`src/rtl/bspe_pkg.sv`:
```
// ----------------------------------------------------------------------------
// bspe_pkg
// Shared types and constants for the multiword bit vector engine: command
// codes, sequencer states and the default geometry of the vector store.
// ----------------------------------------------------------------------------
package bspe_pkg;

	localparam int WORDS_DEF     = 16;
	localparam int WORD_BITS_DEF = 64;

	localparam int CMD_W  = 3;
	localparam int POS_W  = 10;
	localparam int WIDX_W = 4;
	localparam int WVAL_W = 64;

	typedef enum logic [CMD_W-1:0] {
		CMD_CLEAR = 3'd0,
		CMD_SHL   = 3'd1,
		CMD_SHR   = 3'd2,
		CMD_SET   = 3'd3,
		CMD_READ  = 3'd4,
		CMD_AND   = 3'd5,
		CMD_OR    = 3'd6,
		CMD_POP   = 3'd7
	} cmd_t;

	typedef enum logic [3:0] {
		ST_IDLE,
		ST_SPLIT,
		ST_CLEAR,
		ST_SHIFT,
		ST_RD,
		ST_MODIFY,
		ST_CTZ,
		ST_SCAN,
		ST_DONE
	} state_t;

endpackage

```
`src/rtl/bitset_shift_pop_engine_top.sv`:
```
// ----------------------------------------------------------------------------
// bitset_shift_pop_engine_top
// Bit vector of WORDS words held in a one-read one-write word store, with a
// small sequencer that walks the store for shifts, clears and bound scans.
// ----------------------------------------------------------------------------
// A command is taken when start is high and busy is low; busy then stays high
// until the single result has been shown on the result ports for one cycle
// with done high, and the receiver has no way to hold it off. Every word goes
// through the store's one read and one write port, so each command walks words:
// read bit reads its one word; clear writes every word; the two shifts read
// and rewrite every word in turn; set bit, AND word and OR word modify one
// word, then scan all words to find the lowest nonzero word; pop lowest adds
// to that a bit search, between modify and scan, that halves the word window
// once per cycle. Commands that find nothing to do (out of range index, pop
// on empty) go from the split step straight to done.
module bitset_shift_pop_engine_top
	import bspe_pkg::*;
#(
	parameter int WORDS     = WORDS_DEF,
	parameter int WORD_BITS = WORD_BITS_DEF
) (
	input  logic              clk,
	input  logic              arst_n,
	input  logic              start,
	output logic              busy,
	input  logic [CMD_W-1:0]  command,
	input  logic [POS_W-1:0]  bit_position,
	input  logic [WIDX_W-1:0] word_index,
	input  logic [WVAL_W-1:0] word_value,
	output logic              done,
	output logic              bit_value,
	output logic              found,
	output logic [POS_W-1:0]  popped_position,
	output logic              is_empty
);

	localparam int IDX_W    = (WORDS > 1) ? $clog2(WORDS) : 1;
	localparam int CNT_W    = $clog2(WORDS + 1);
	localparam int TZ_W     = $clog2(WORD_BITS);
	localparam int WB_W     = TZ_W + 1;
	localparam int STEP_W   = (TZ_W > 1) ? $clog2(TZ_W) : 1;
	localparam int RECIP_SH = 16;
	localparam int RECIP    = (1 << RECIP_SH) / WORD_BITS;
	localparam int PROD_W   = POS_W + RECIP_SH;
	localparam int MUL_W    = 16;
	localparam int CMP_W    = 8;
	localparam int PF_RAW   = IDX_W + TZ_W + 1;
	localparam int PF_W     = (PF_RAW > POS_W) ? PF_RAW : POS_W;

	state_t state_q, state_d;

	// latched command
	cmd_t                 cmd_q;
	logic [POS_W-1:0]     pos_q;
	logic [WIDX_W-1:0]    widx_q;
	logic [WORD_BITS-1:0] wval_q;
	logic [POS_W-1:0]     qest_q;
	logic [TZ_W-1:0]      b_q;
	logic [IDX_W-1:0]     tgt_q;

	// word store
	logic [WORD_BITS-1:0] mem [WORDS];
	logic [WORDS-1:0]     valid_q;
	logic [WORD_BITS-1:0] rd_raw_s1;
	logic                 rd_vbit_s1;
	logic [WORD_BITS-1:0] rd_data;
	logic                 mem_we;
	logic [IDX_W-1:0]     mem_waddr;
	logic [WORD_BITS-1:0] mem_wdata;
	logic                 mem_re;
	logic [IDX_W-1:0]     mem_raddr;

	// word walk
	logic [CNT_W-1:0]     cnt_q;
	logic                 pend_s1;
	logic [IDX_W-1:0]     addr_s1;
	logic                 carry_q;
	logic                 walk_rd;
	logic                 walk_end;
	logic                 walk_down;
	logic [IDX_W-1:0]     walk_addr;
	logic [WORD_BITS-1:0] shift_val;
	logic                 carry_d;

	// lowest nonzero word tracking
	logic                 seen_q;
	logic [IDX_W-1:0]     trk_lo_q;
	logic                 trk_en;
	logic                 trk_nz;
	logic                 in_walk;

	// bounds
	logic [IDX_W-1:0]     lowest_q;
	logic                 empty_q;

	// bit search for pop
	logic [WORD_BITS-1:0] y_q;
	logic [TZ_W-1:0]      tz_q;
	logic [STEP_W-1:0]    step_q;
	logic [IDX_W-1:0]     pop_word_q;
	logic [TZ_W-1:0]      half;
	logic [WORD_BITS-1:0] ones;
	logic [WORD_BITS-1:0] low_mask;
	logic                 low_zero;
	logic [TZ_W-1:0]      tz_d;
	logic [PF_W-1:0]      pf;

	// results
	logic                 bit_q;
	logic                 found_q;
	logic [POS_W-1:0]     popped_q;

	// position split
	logic [PROD_W-1:0]    qprod;
	logic [MUL_W-1:0]     qwb;
	logic [MUL_W-1:0]     rem;
	logic [POS_W-1:0]     w_d;
	logic [TZ_W-1:0]      b_d;
	logic                 w_in;
	logic                 widx_in;
	logic [IDX_W-1:0]     tgt_d;

	assign rd_data = rd_vbit_s1 ? rd_raw_s1 : '0;

	assign qprod = PROD_W'(bit_position) * PROD_W'(RECIP);

	always_comb begin
		qwb = MUL_W'(qest_q) * MUL_W'(WORD_BITS);
		rem = MUL_W'(pos_q) - qwb;
		if (rem >= MUL_W'(WORD_BITS)) begin
			w_d = qest_q + POS_W'(1);
			b_d = TZ_W'(rem - MUL_W'(WORD_BITS));
		end else begin
			w_d = qest_q;
			b_d = TZ_W'(rem);
		end
		w_in    = (w_d < POS_W'(WORDS));
		widx_in = (CMP_W'(widx_q) < CMP_W'(WORDS));
		unique case (cmd_q)
			CMD_SET, CMD_READ: tgt_d = IDX_W'(w_d);
			CMD_AND, CMD_OR:   tgt_d = IDX_W'(widx_q);
			default:           tgt_d = lowest_q;
		endcase
	end

	// walk control
	always_comb begin
		walk_rd   = (cnt_q < CNT_W'(WORDS));
		walk_end  = !walk_rd && !pend_s1;
		walk_down = (state_q == ST_SHIFT) && (cmd_q == CMD_SHR);
		walk_addr = walk_down ? (IDX_W'(WORDS - 1) - cnt_q[IDX_W-1:0]) : cnt_q[IDX_W-1:0];
		if (cmd_q == CMD_SHR) begin
			shift_val = (rd_data >> 1) | {carry_q, {(WORD_BITS - 1){1'b0}}};
			carry_d   = rd_data[0];
		end else begin
			shift_val = (rd_data << 1) | {{(WORD_BITS - 1){1'b0}}, carry_q};
			carry_d   = rd_data[WORD_BITS-1];
		end
		in_walk = (state_q == ST_SHIFT) || (state_q == ST_SCAN) || (state_q == ST_CLEAR);
		trk_en  = pend_s1 && ((state_q == ST_SHIFT) || (state_q == ST_SCAN));
		trk_nz  = (state_q == ST_SHIFT) ? (|shift_val) : (|rd_data);
	end

	// bit search step
	always_comb begin
		ones     = '1;
		half     = TZ_W'(1) << step_q;
		low_mask = ones >> (WB_W'(WORD_BITS) - WB_W'(half));
		low_zero = ((y_q & low_mask) == '0);
		tz_d     = low_zero ? (tz_q + half) : tz_q;
		pf       = PF_W'(pop_word_q) * PF_W'(WORD_BITS) + PF_W'(tz_d);
	end

	// sequencer
	always_comb begin
		state_d   = state_q;
		mem_we    = 1'b0;
		mem_waddr = tgt_q;
		mem_wdata = '0;
		mem_re    = 1'b0;
		mem_raddr = tgt_q;
		unique case (state_q)
			ST_IDLE: begin
				if (start) begin
					state_d = ST_SPLIT;
				end
			end
			ST_SPLIT: begin
				unique case (cmd_q)
					CMD_CLEAR:         state_d = ST_CLEAR;
					CMD_SHL, CMD_SHR:  state_d = ST_SHIFT;
					CMD_SET, CMD_READ: state_d = w_in ? ST_RD : ST_DONE;
					CMD_AND, CMD_OR:   state_d = widx_in ? ST_RD : ST_DONE;
					default:           state_d = empty_q ? ST_DONE : ST_RD;
				endcase
			end
			ST_CLEAR: begin
				mem_we    = walk_rd;
				mem_waddr = cnt_q[IDX_W-1:0];
				if (!walk_rd) begin
					state_d = ST_DONE;
				end
			end
			ST_SHIFT: begin
				mem_re    = walk_rd;
				mem_raddr = walk_addr;
				mem_we    = pend_s1;
				mem_waddr = addr_s1;
				mem_wdata = shift_val;
				if (walk_end) begin
					state_d = ST_DONE;
				end
			end
			ST_SCAN: begin
				mem_re    = walk_rd;
				mem_raddr = walk_addr;
				if (walk_end) begin
					state_d = ST_DONE;
				end
			end
			ST_RD: begin
				mem_re  = 1'b1;
				state_d = ST_MODIFY;
			end
			ST_MODIFY: begin
				unique case (cmd_q)
					CMD_READ: begin
						state_d = ST_DONE;
					end
					CMD_SET: begin
						mem_we    = 1'b1;
						mem_wdata = rd_data | (WORD_BITS'(1) << b_q);
						state_d   = ST_SCAN;
					end
					CMD_AND: begin
						mem_we    = 1'b1;
						mem_wdata = rd_data & wval_q;
						state_d   = ST_SCAN;
					end
					CMD_OR: begin
						mem_we    = 1'b1;
						mem_wdata = rd_data | wval_q;
						state_d   = ST_SCAN;
					end
					default: begin
						mem_we    = 1'b1;
						mem_wdata = rd_data & (rd_data - WORD_BITS'(1));
						state_d   = ST_CTZ;
					end
				endcase
			end
			ST_CTZ: begin
				if (step_q == '0) begin
					state_d = ST_SCAN;
				end
			end
			ST_DONE: begin
				state_d = ST_IDLE;
			end
			default: begin
				state_d = ST_IDLE;
			end
		endcase
	end

	always_ff @(posedge clk or negedge arst_n) begin
		if (!arst_n) begin
			state_q <= ST_IDLE;
		end else begin
			state_q <= state_d;
		end
	end

	// word store, entries read as zero until first written after reset
	always_ff @(posedge clk) begin
		if (mem_we) begin
			mem[mem_waddr] <= mem_wdata;
		end
		if (mem_re) begin
			rd_raw_s1 <= mem[mem_raddr];
		end
	end

	always_ff @(posedge clk or negedge arst_n) begin
		if (!arst_n) begin
			valid_q    <= '0;
			rd_vbit_s1 <= 1'b0;
		end else begin
			if (mem_we) begin
				valid_q[mem_waddr] <= 1'b1;
			end
			if (mem_re) begin
				rd_vbit_s1 <= valid_q[mem_raddr];
			end
		end
	end

	// control state
	always_ff @(posedge clk or negedge arst_n) begin
		if (!arst_n) begin
			cnt_q    <= '0;
			pend_s1  <= 1'b0;
			carry_q  <= 1'b0;
			seen_q   <= 1'b0;
			trk_lo_q <= '0;
			lowest_q <= '0;
			empty_q  <= 1'b1;
			step_q   <= '0;
			bit_q    <= 1'b0;
			found_q  <= 1'b0;
			popped_q <= '0;
		end else begin
			if (!in_walk) begin
				cnt_q    <= '0;
				pend_s1  <= 1'b0;
				carry_q  <= 1'b0;
				seen_q   <= 1'b0;
				trk_lo_q <= '0;
			end else begin
				if (walk_rd) begin
					cnt_q <= cnt_q + CNT_W'(1);
				end
				pend_s1 <= walk_rd && (state_q != ST_CLEAR);
				if (pend_s1 && (state_q == ST_SHIFT)) begin
					carry_q <= carry_d;
				end
				if (trk_en && trk_nz) begin
					seen_q <= 1'b1;
					if (walk_down || !seen_q) begin
						trk_lo_q <= addr_s1;
					end
				end
			end
			if (state_q == ST_CLEAR && !walk_rd) begin
				lowest_q <= '0;
				empty_q  <= 1'b1;
			end
			if ((state_q == ST_SHIFT || state_q == ST_SCAN) && walk_end) begin
				lowest_q <= trk_lo_q;
				empty_q  <= !seen_q;
			end
			if (state_q == ST_IDLE && start) begin
				bit_q    <= 1'b0;
				found_q  <= 1'b0;
				popped_q <= '0;
			end
			if (state_q == ST_MODIFY) begin
				if (cmd_q == CMD_READ) begin
					bit_q <= rd_data[b_q];
				end
				if (cmd_q == CMD_POP) begin
					found_q <= 1'b1;
					step_q  <= STEP_W'(TZ_W - 1);
				end
			end
			if (state_q == ST_CTZ) begin
				step_q <= step_q - STEP_W'(1);
				if (step_q == '0) begin
					popped_q <= pf[POS_W-1:0];
				end
			end
		end
	end

	// payload
	always_ff @(posedge clk) begin
		if (state_q == ST_IDLE && start) begin
			cmd_q  <= cmd_t'(command);
			pos_q  <= bit_position;
			widx_q <= word_index;
			wval_q <= word_value[WORD_BITS-1:0];
			qest_q <= qprod[RECIP_SH +: POS_W];
		end
		if (state_q == ST_SPLIT) begin
			b_q   <= b_d;
			tgt_q <= tgt_d;
		end
		if (in_walk) begin
			addr_s1 <= walk_addr;
		end
		if (state_q == ST_MODIFY) begin
			y_q        <= rd_data & (~rd_data + WORD_BITS'(1));
			tz_q       <= '0;
			pop_word_q <= tgt_q;
		end
		if (state_q == ST_CTZ) begin
			tz_q <= tz_d;
			if (low_zero) begin
				y_q <= y_q >> half;
			end
		end
	end

	assign busy            = (state_q != ST_IDLE);
	assign done            = (state_q == ST_DONE);
	assign bit_value       = bit_q;
	assign found           = found_q;
	assign popped_position = popped_q;
	assign is_empty        = empty_q;

endmodule

```
`config.mk`:
```
export PLATFORM = sky130hd
export DESIGN_NAME = bitset_shift_pop_engine_top
export DESIGN_NICKNAME = d
export VERILOG_FILES = /design/src/rtl/bspe_pkg.sv /design/src/rtl/bitset_shift_pop_engine_top.sv
export SDC_FILE = /design/constraint.sdc
export NUM_CORES = 2
export LEC_CHECK = 0
export BUFFER_PORTS_ARGS = -buffer_cell sky130_fd_sc_hd__buf_2
export CAP_MARGIN = 20
export CORE_UTILIZATION = 45
export DETAILED_ROUTE_END_ITERATION = 7
export PLACE_DENSITY = 0.69
export SLEW_MARGIN = 25
export SYNTH_ARGS = -nofsm -noshare
export SYNTH_HDL_FRONTEND = slang
export SYNTH_SLANG_ARGS = --single-unit
export TNS_END_PERCENT = 100
```
`constraint.sdc`:
```
create_clock -name clk -period 5.3 [get_ports clk]
set_input_delay 0.265 -clock clk [delete_from_list [all_inputs] [get_ports clk]]
set_output_delay 0.265 -clock clk [all_outputs]
set_load 0.02 [all_outputs]
```
# Yosys cells after proc, flatten, opt, wreduce, memory -nomap -nowiden
# Memory sizes are Yosys's and may differ from the RTL's. A register that Yosys moved wholly into a read port is not among the register bits.
# Index checks and enable logic that the tools add are counted.
# W data, S select, Z words.
# totals
n_memories	1
ram_bits	1024
input_bits	84
output_inout_bits	15
reg_bits	226
# memory_table
name	words	word_bits	read_ports	rd_clocked_by_memory_dff	write_ports	line	text
mem	16	64	1	1	1	bitset_shift_pop_engine_top.sv:62	logic [WORD_BITS-1:0] mem [WORDS];
# classes
n_eq_ne	24
order_cmp	7
add_sub_neg	11
muxes	64
n_bitwise	10
n_shift	4
n_reduce_logical	34
# op_table
operator	n
$mux W64	5
$and A64 B64 Y64	4
$pmux W64 S4	1
$or A64 B64 Y64	2
$pmux W64 S2	1
$reduce_or A64 Y1	2
$add A64 B1 Y64 const B	1
$logic_not A64 Y1	1
$not A64 Y64	1
$or A63 B64 Y64	1
$or A64 B1 Y64	1
$shl A1 B6 Y64 const A	1
$shr A64 B6 Y64	1
$shr A64 B7 Y64 const A	1
$sub A64 B1 Y64 const B	1
$mux W4	13
$mux W10	3
$pmux W4 S7	1
$mux W6	4
$pmux W4 S2	3
$mux W1	21
$eq A4 B3 Y1 const B	4
$ge A16 B7 Y1 const B	1
$or A16 B16 Y16	1
other kinds (43)	79

# Logic depth before layout (Yosys ltp)
# logic_depth
depth_word	9
depth_mapped	21

# Worst setup path after synthesis
# Ideal clock, no wire load.
# synth_path
path_type	register to register
startpoint	register state_q[0]
endpoint	memory mem[13][0] in the netlist's numbering, enable pin
synth_period_minus_slack_ps	5186
setup_ps	487
arrival_time_ps	4698
n_path_buf	2
required_ps	4813
setup_slack_ps	114
stages_incl_launch_ff	10
path_cell_list	dfrtp_1 buf_2 inv_1 or4b_2 clkbuf_1 nor2_1 a211oi_1 nor2b_1 nand2_1 nor2_1
# synth_between
elab_chain_len	4
# synth_rtl
item	line	text
from (decl)	bitset_shift_pop_engine_top.sv:50	state_t state_q, state_d;
from (signal assigned)	bitset_shift_pop_engine_top.sv:270	state_q <= state_d;
$eq A4 B3 Y1 or $eq A4 B2 Y1 (tied branches)	bitset_shift_pop_engine_top.sv:182	unique case (state_q)
$pmux W1 S3	bitset_shift_pop_engine_top.sv:182	
$mux W1	bitset_shift_pop_engine_top.sv:276	if (mem_we) begin
$mux W1 (implied by the code)	bitset_shift_pop_engine_top.sv:277	mem[mem_waddr] <= mem_wdata;
to (decl)	bitset_shift_pop_engine_top.sv:62	
# Parallel ways exist; a longest one is shown, timed or not.

# Worst setup path after layout
# layout_path
startpoint	register step_q[1]
endpoint	register y_q[9]
# layout_between
elab_chain_len	7
# layout_rtl
item	line	text
from (decl)	bitset_shift_pop_engine_top.sv:99	logic [STEP_W-1:0] step_q;
from (signal assigned)	bitset_shift_pop_engine_top.sv:353	step_q <= STEP_W'(TZ_W - 1);
from (signal assigned)	bitset_shift_pop_engine_top.sv:357	step_q <= step_q - STEP_W'(1);
$shl A1 B3 Y6 (*)	bitset_shift_pop_engine_top.sv:167	half = TZ_W'(1) << step_q;
$sub A7 B6 Y7	bitset_shift_pop_engine_top.sv:168	low_mask = ones >> (WB_W'(WORD_BITS) - WB_W'(half));
$shr A64 B7 Y64	bitset_shift_pop_engine_top.sv:168	
$and A64 B64 Y64	bitset_shift_pop_engine_top.sv:169	low_zero = ((y_q & low_mask) == '0);
$logic_not A64 Y1	bitset_shift_pop_engine_top.sv:169	
$mux W64 (*)	bitset_shift_pop_engine_top.sv:388	if (low_zero) begin
$mux W64 (*)	bitset_shift_pop_engine_top.sv:386	if (state_q == ST_CTZ) begin
to (signal assigned)	bitset_shift_pop_engine_top.sv:382	y_q <= rd_data & (~rd_data + WORD_BITS'(1));
to (signal assigned)	bitset_shift_pop_engine_top.sv:389	y_q <= y_q >> half;
to (decl)	bitset_shift_pop_engine_top.sv:97	logic [WORD_BITS-1:0] y_q;
# Mark *: on every way between the ends. The rest lies on a longest branch, timed or not.
# A chain may end at the register's enable or synchronous reset.

==> results.md <==
* Share of post-route cells with drive strength above 1 at around a fifth
* Root Buffer: clkbuf_16
* Nets at around 4400
* Diode count at 0
* Yosys reg bits at 1310
* Fill cells at roughly 11000
* Number of global-route vias before repair at about 39000
* Total core area at ~0.13 mm²
* Clock Sink Count at 1310
* Peak supply drop at between 0.0003 and 0.0004 V
* Syn Area/Cell at between 10 and 15 µm²
* Synth unique cells at 90
* Routability Congestion at between 1 and 1.5
* Yosys top cell by area: edfxtp_1
* Storage cell area at 0.03846 mm²
* Worst setup EP type: flip-flop
* First-pass GRT wire length at 278300 µm
* Placement Rows at between 100 and 150
* Cell count after synthesis at 4096
* Async SR Flop Fraction at 4.046%
* Top FF cell, synth: edfxtp_1
* Required @ worst endpoint at roughly 6.0 ns
* Ratio of final minimum period to clock period at 92.34%
* Yosys Warn Count at 0
* Reg-to-Reg Start: step_q[1]
* Fmax at just over 0.2 GHz
* Largest net degree at the start of global routing at 83
* Min Hold Slack at 0.1618 ns
* Clk Latency, worst-skew pair at between 0.8 and 0.9 ns
* DP HPWL at about 130000 µm
* Antenna viol nets, final at 0
* Crit-path max FO at between 40 and 50
* Startpoint Class: flip-flop
* Number of synthesized flops with an enable pin at 1195
* Synth area leaders: edfxtp_1, mux4_2, mux2i_1
* Setup_tns at 0 ns
* Max-slew violation count at 0
* Status: finished, final reports clean
* Routed len/inst at approximately 31 µm
* R2r setup slk at roughly 0.4 ns
* 1st-pass router iterations at 6
* Die Wd at 368.7 µm
* Worst Skew at 0.05374 ns
* Final setup violation count at 0
* Post-synth top area share at between 50% and 60%
* # IOs at slightly below 100
* RR Endpoint: y_q[9]
* Gr ovfl total at 0
* Iter 0 DRT Violations at approximately 5500
* Global router's overall resource usage at about 28%
* Remaining DRCs at 0
* Cell Pwr Density at approximately 570 mW/mm²
* Mapped cell area at around 0.061 mm²
* Inst Count DP at approximately 5800
* LEAKAGE at about 24 nW
* Crit Path Category: reg -> reg
* DR vias/cell at between 6 and 7
* Crit path DAT at approximately 5.6 ns
* CTS Buffer Depth at 3
* Final Hold Viols at 0
* Period minus WS final at 4.894 ns
* R2R depth at 14
* PortBufs at 98
* Initial antenna violation count at 6
* Starting Density at a little under half
* Hold WC Path Type: in -> async
* Non-Filler Instances at between 6000 and 7000
* Clock buffer count from CTS at 133
* Final setup margin at roughly 0.41 ns
* Area of the multi-input gates at 0.02096 mm²
* CTS tree: done
* Via Count at roughly 40000
* Post-Route WL at between 150000 and 200000 µm
* Pre-CTS setup slack at roughly 0.42 ns
* CTS H-Tree Depth at 4
* Post-synthesis sequential area ratio at between 60 and 70%
* Die height at ~370 µm
* Rel. slew slack at a little under a quarter
* Worst-path clk slew at around 0.060 ns
* Syn-to-layout area delta at 14.47%
* Worst Max-Slew Pin Slew at 1.148 ns
* Syn_nets at between 4000 and 5000
* Max Cap Viol at 0
* Die area at approximately 0.14 mm²
* RSZ-0062 raised after global routing: false
## flip-flops by register name, summed over array words and instances, names as in the netlist, 5 cells and up
signal and cells:
y_q 64, popped_position 10, cnt_q 5, valid_q 16, tz_q 6, b_q 6, wval_q 64, pos_q 10
rd_raw_s1 64, mem 1024
## layout make-up
class | instances | area share (%)
Timing Repair Buffer | 364 | 4.393
Inverter | 42 | 0.2312
Clock buffer | 165 | 5.114
Clock inverter | 73 | 1.292
Multi-Input combinational cell | 2428 | 30.26
Sequential cell | 1310 | 55.52
Tap cell | 1768 | 3.194
## cell usage after synthesis (all sizes together) (17+ instances only)
library cell,number
nand4,18
mux2i,329
mux2,34
and3,19
a21oi,249
or2,21
nand2,288
nor4,42
ha,17
o41ai,23
a22oi,33
a221oi,20
dfxtp,62
nand3,58
mux4,298
nor2b,88
dfrtp,52
o211ai,31
nand2b,25
nor3,46
o22ai,53
a31oi,31
inv,41
clkbuf,190
edfxtp,1195
buf,126
o21ai,173
nor2,209
a211oi,90
## routing by layer
layer | up-vias | track usage (%) | wire length [µm]
li1 | 16739 | - | -
met1 | 20528 | 39.87 | 76870
met2 | 2597 | 42.55 | 87000
met3 | 536 | 5.691 | 20450
met4 | 6 | 12.38 | 9103
met5 | - | 0 | 42
## per-stage QoR
step                      util, %  instance area (µm²)  power, mW
after detailed placement    47.91                63930      29.41
after floorplan                 -                60510      24.05
after global routing        51.90                69270      40.59
after CTS                   51.85                69200      39.01
after global placement      47.82                63810      29.29
final                       51.90                69270      39.31
## worst max-delay path by stage
| stage | cells after the start | to | from |
|---|---|---|---|
| floorplan | 9 | mem[13][0] | state_q[0] |
| finish | 14 | y_q[9] | step_q[1] |
| detailed placement | 14 | y_q[9] | step_q[1] |
| global placement | 14 | y_q[19] | step_q[1] |
| CTS | 14 | y_q[10] | step_q[1] |
| global route | 14 | y_q[9] | step_q[1] |
## cell usage in the layout (no fill, tap or decap), drive strengths merged, types with 18 or more instances in the layout
master / Yosys / layout
edfxtp: 1195 / 1195
mux2i: 329 / 329
mux4: 298 / 298
nand2: 288 / 288
buf: 126 / 281
a21oi: 249 / 249
nor2: 209 / 209
o21ai: 173 / 173
clkbuf: 190 / 165
a211oi: 90 / 90
nor2b: 88 / 88
dlygate4sd3: 0 / 83
dfxtp: 62 / 62
nand3: 58 / 58
o22ai: 53 / 53
dfrtp: 52 / 52
inv: 41 / 49
nor3: 46 / 46
clkinv: 1 / 45
nor4: 42 / 42
mux2: 34 / 34
a22oi: 33 / 33
a31oi: 31 / 31
o211ai: 31 / 31
nand2b: 25 / 25
o41ai: 23 / 23
or2: 21 / 21
a221oi: 20 / 20
and3: 19 / 19
nand4: 18 / 18
## kinds of logic (layout without fill, tap and decap cells)
group / count (synthesis) / count (layout) / synth area share (%)
multiplexers: 661 / 661 / 17.26
AO/OA/AOI/OAI: 851 / 851 / 9.024
flip-flops: 1310 / 1310 / 63.55
AND/OR/NAND/NOR: 878 / 878 / 7.014
buffers and inverters: 358 / 644 / 2.473
adder cells (fa/ha/maj): 21 / 21 / 0.4342
XOR/XNOR: 17 / 17 / 0.2461
## repair_timing
action | in CTS | in global routing
resized for setup | 0 | 1
hold endpoints to repair | 134 | 0
hold buffers | 83 | 0
setup endpoints to repair | 0 | 12
setup buffers | 0 | 0
## worst max-delay path, cell delays in order, from the launching register on
cell and delay (ns):
dfrtp_1 0.41, inv_1 0.11, ha_1 0.21, nand2_1 0.28, ha_1 0.47, and3b_1 0.31, nor3_4 0.39, nor2_1 0.14
a2111oi_0 0.59, nand4_1 0.21, a2111o_1 0.59, nand2_4 0.21, nand2_8 0.27, buf_4 0.34, mux2i_1 0.13
## report_power, final
| part | total (mW) | internal (mW) | switching, mW |
|---|---|---|---|
| clock network | 9.53 | 5.50 | 4.04 |
| registers | 15.2 | 13.3 | 1.89 |
| logic | 14.6 | 5.48 | 9.09 |
No activity file was read; power rests on OpenSTA's default activity.
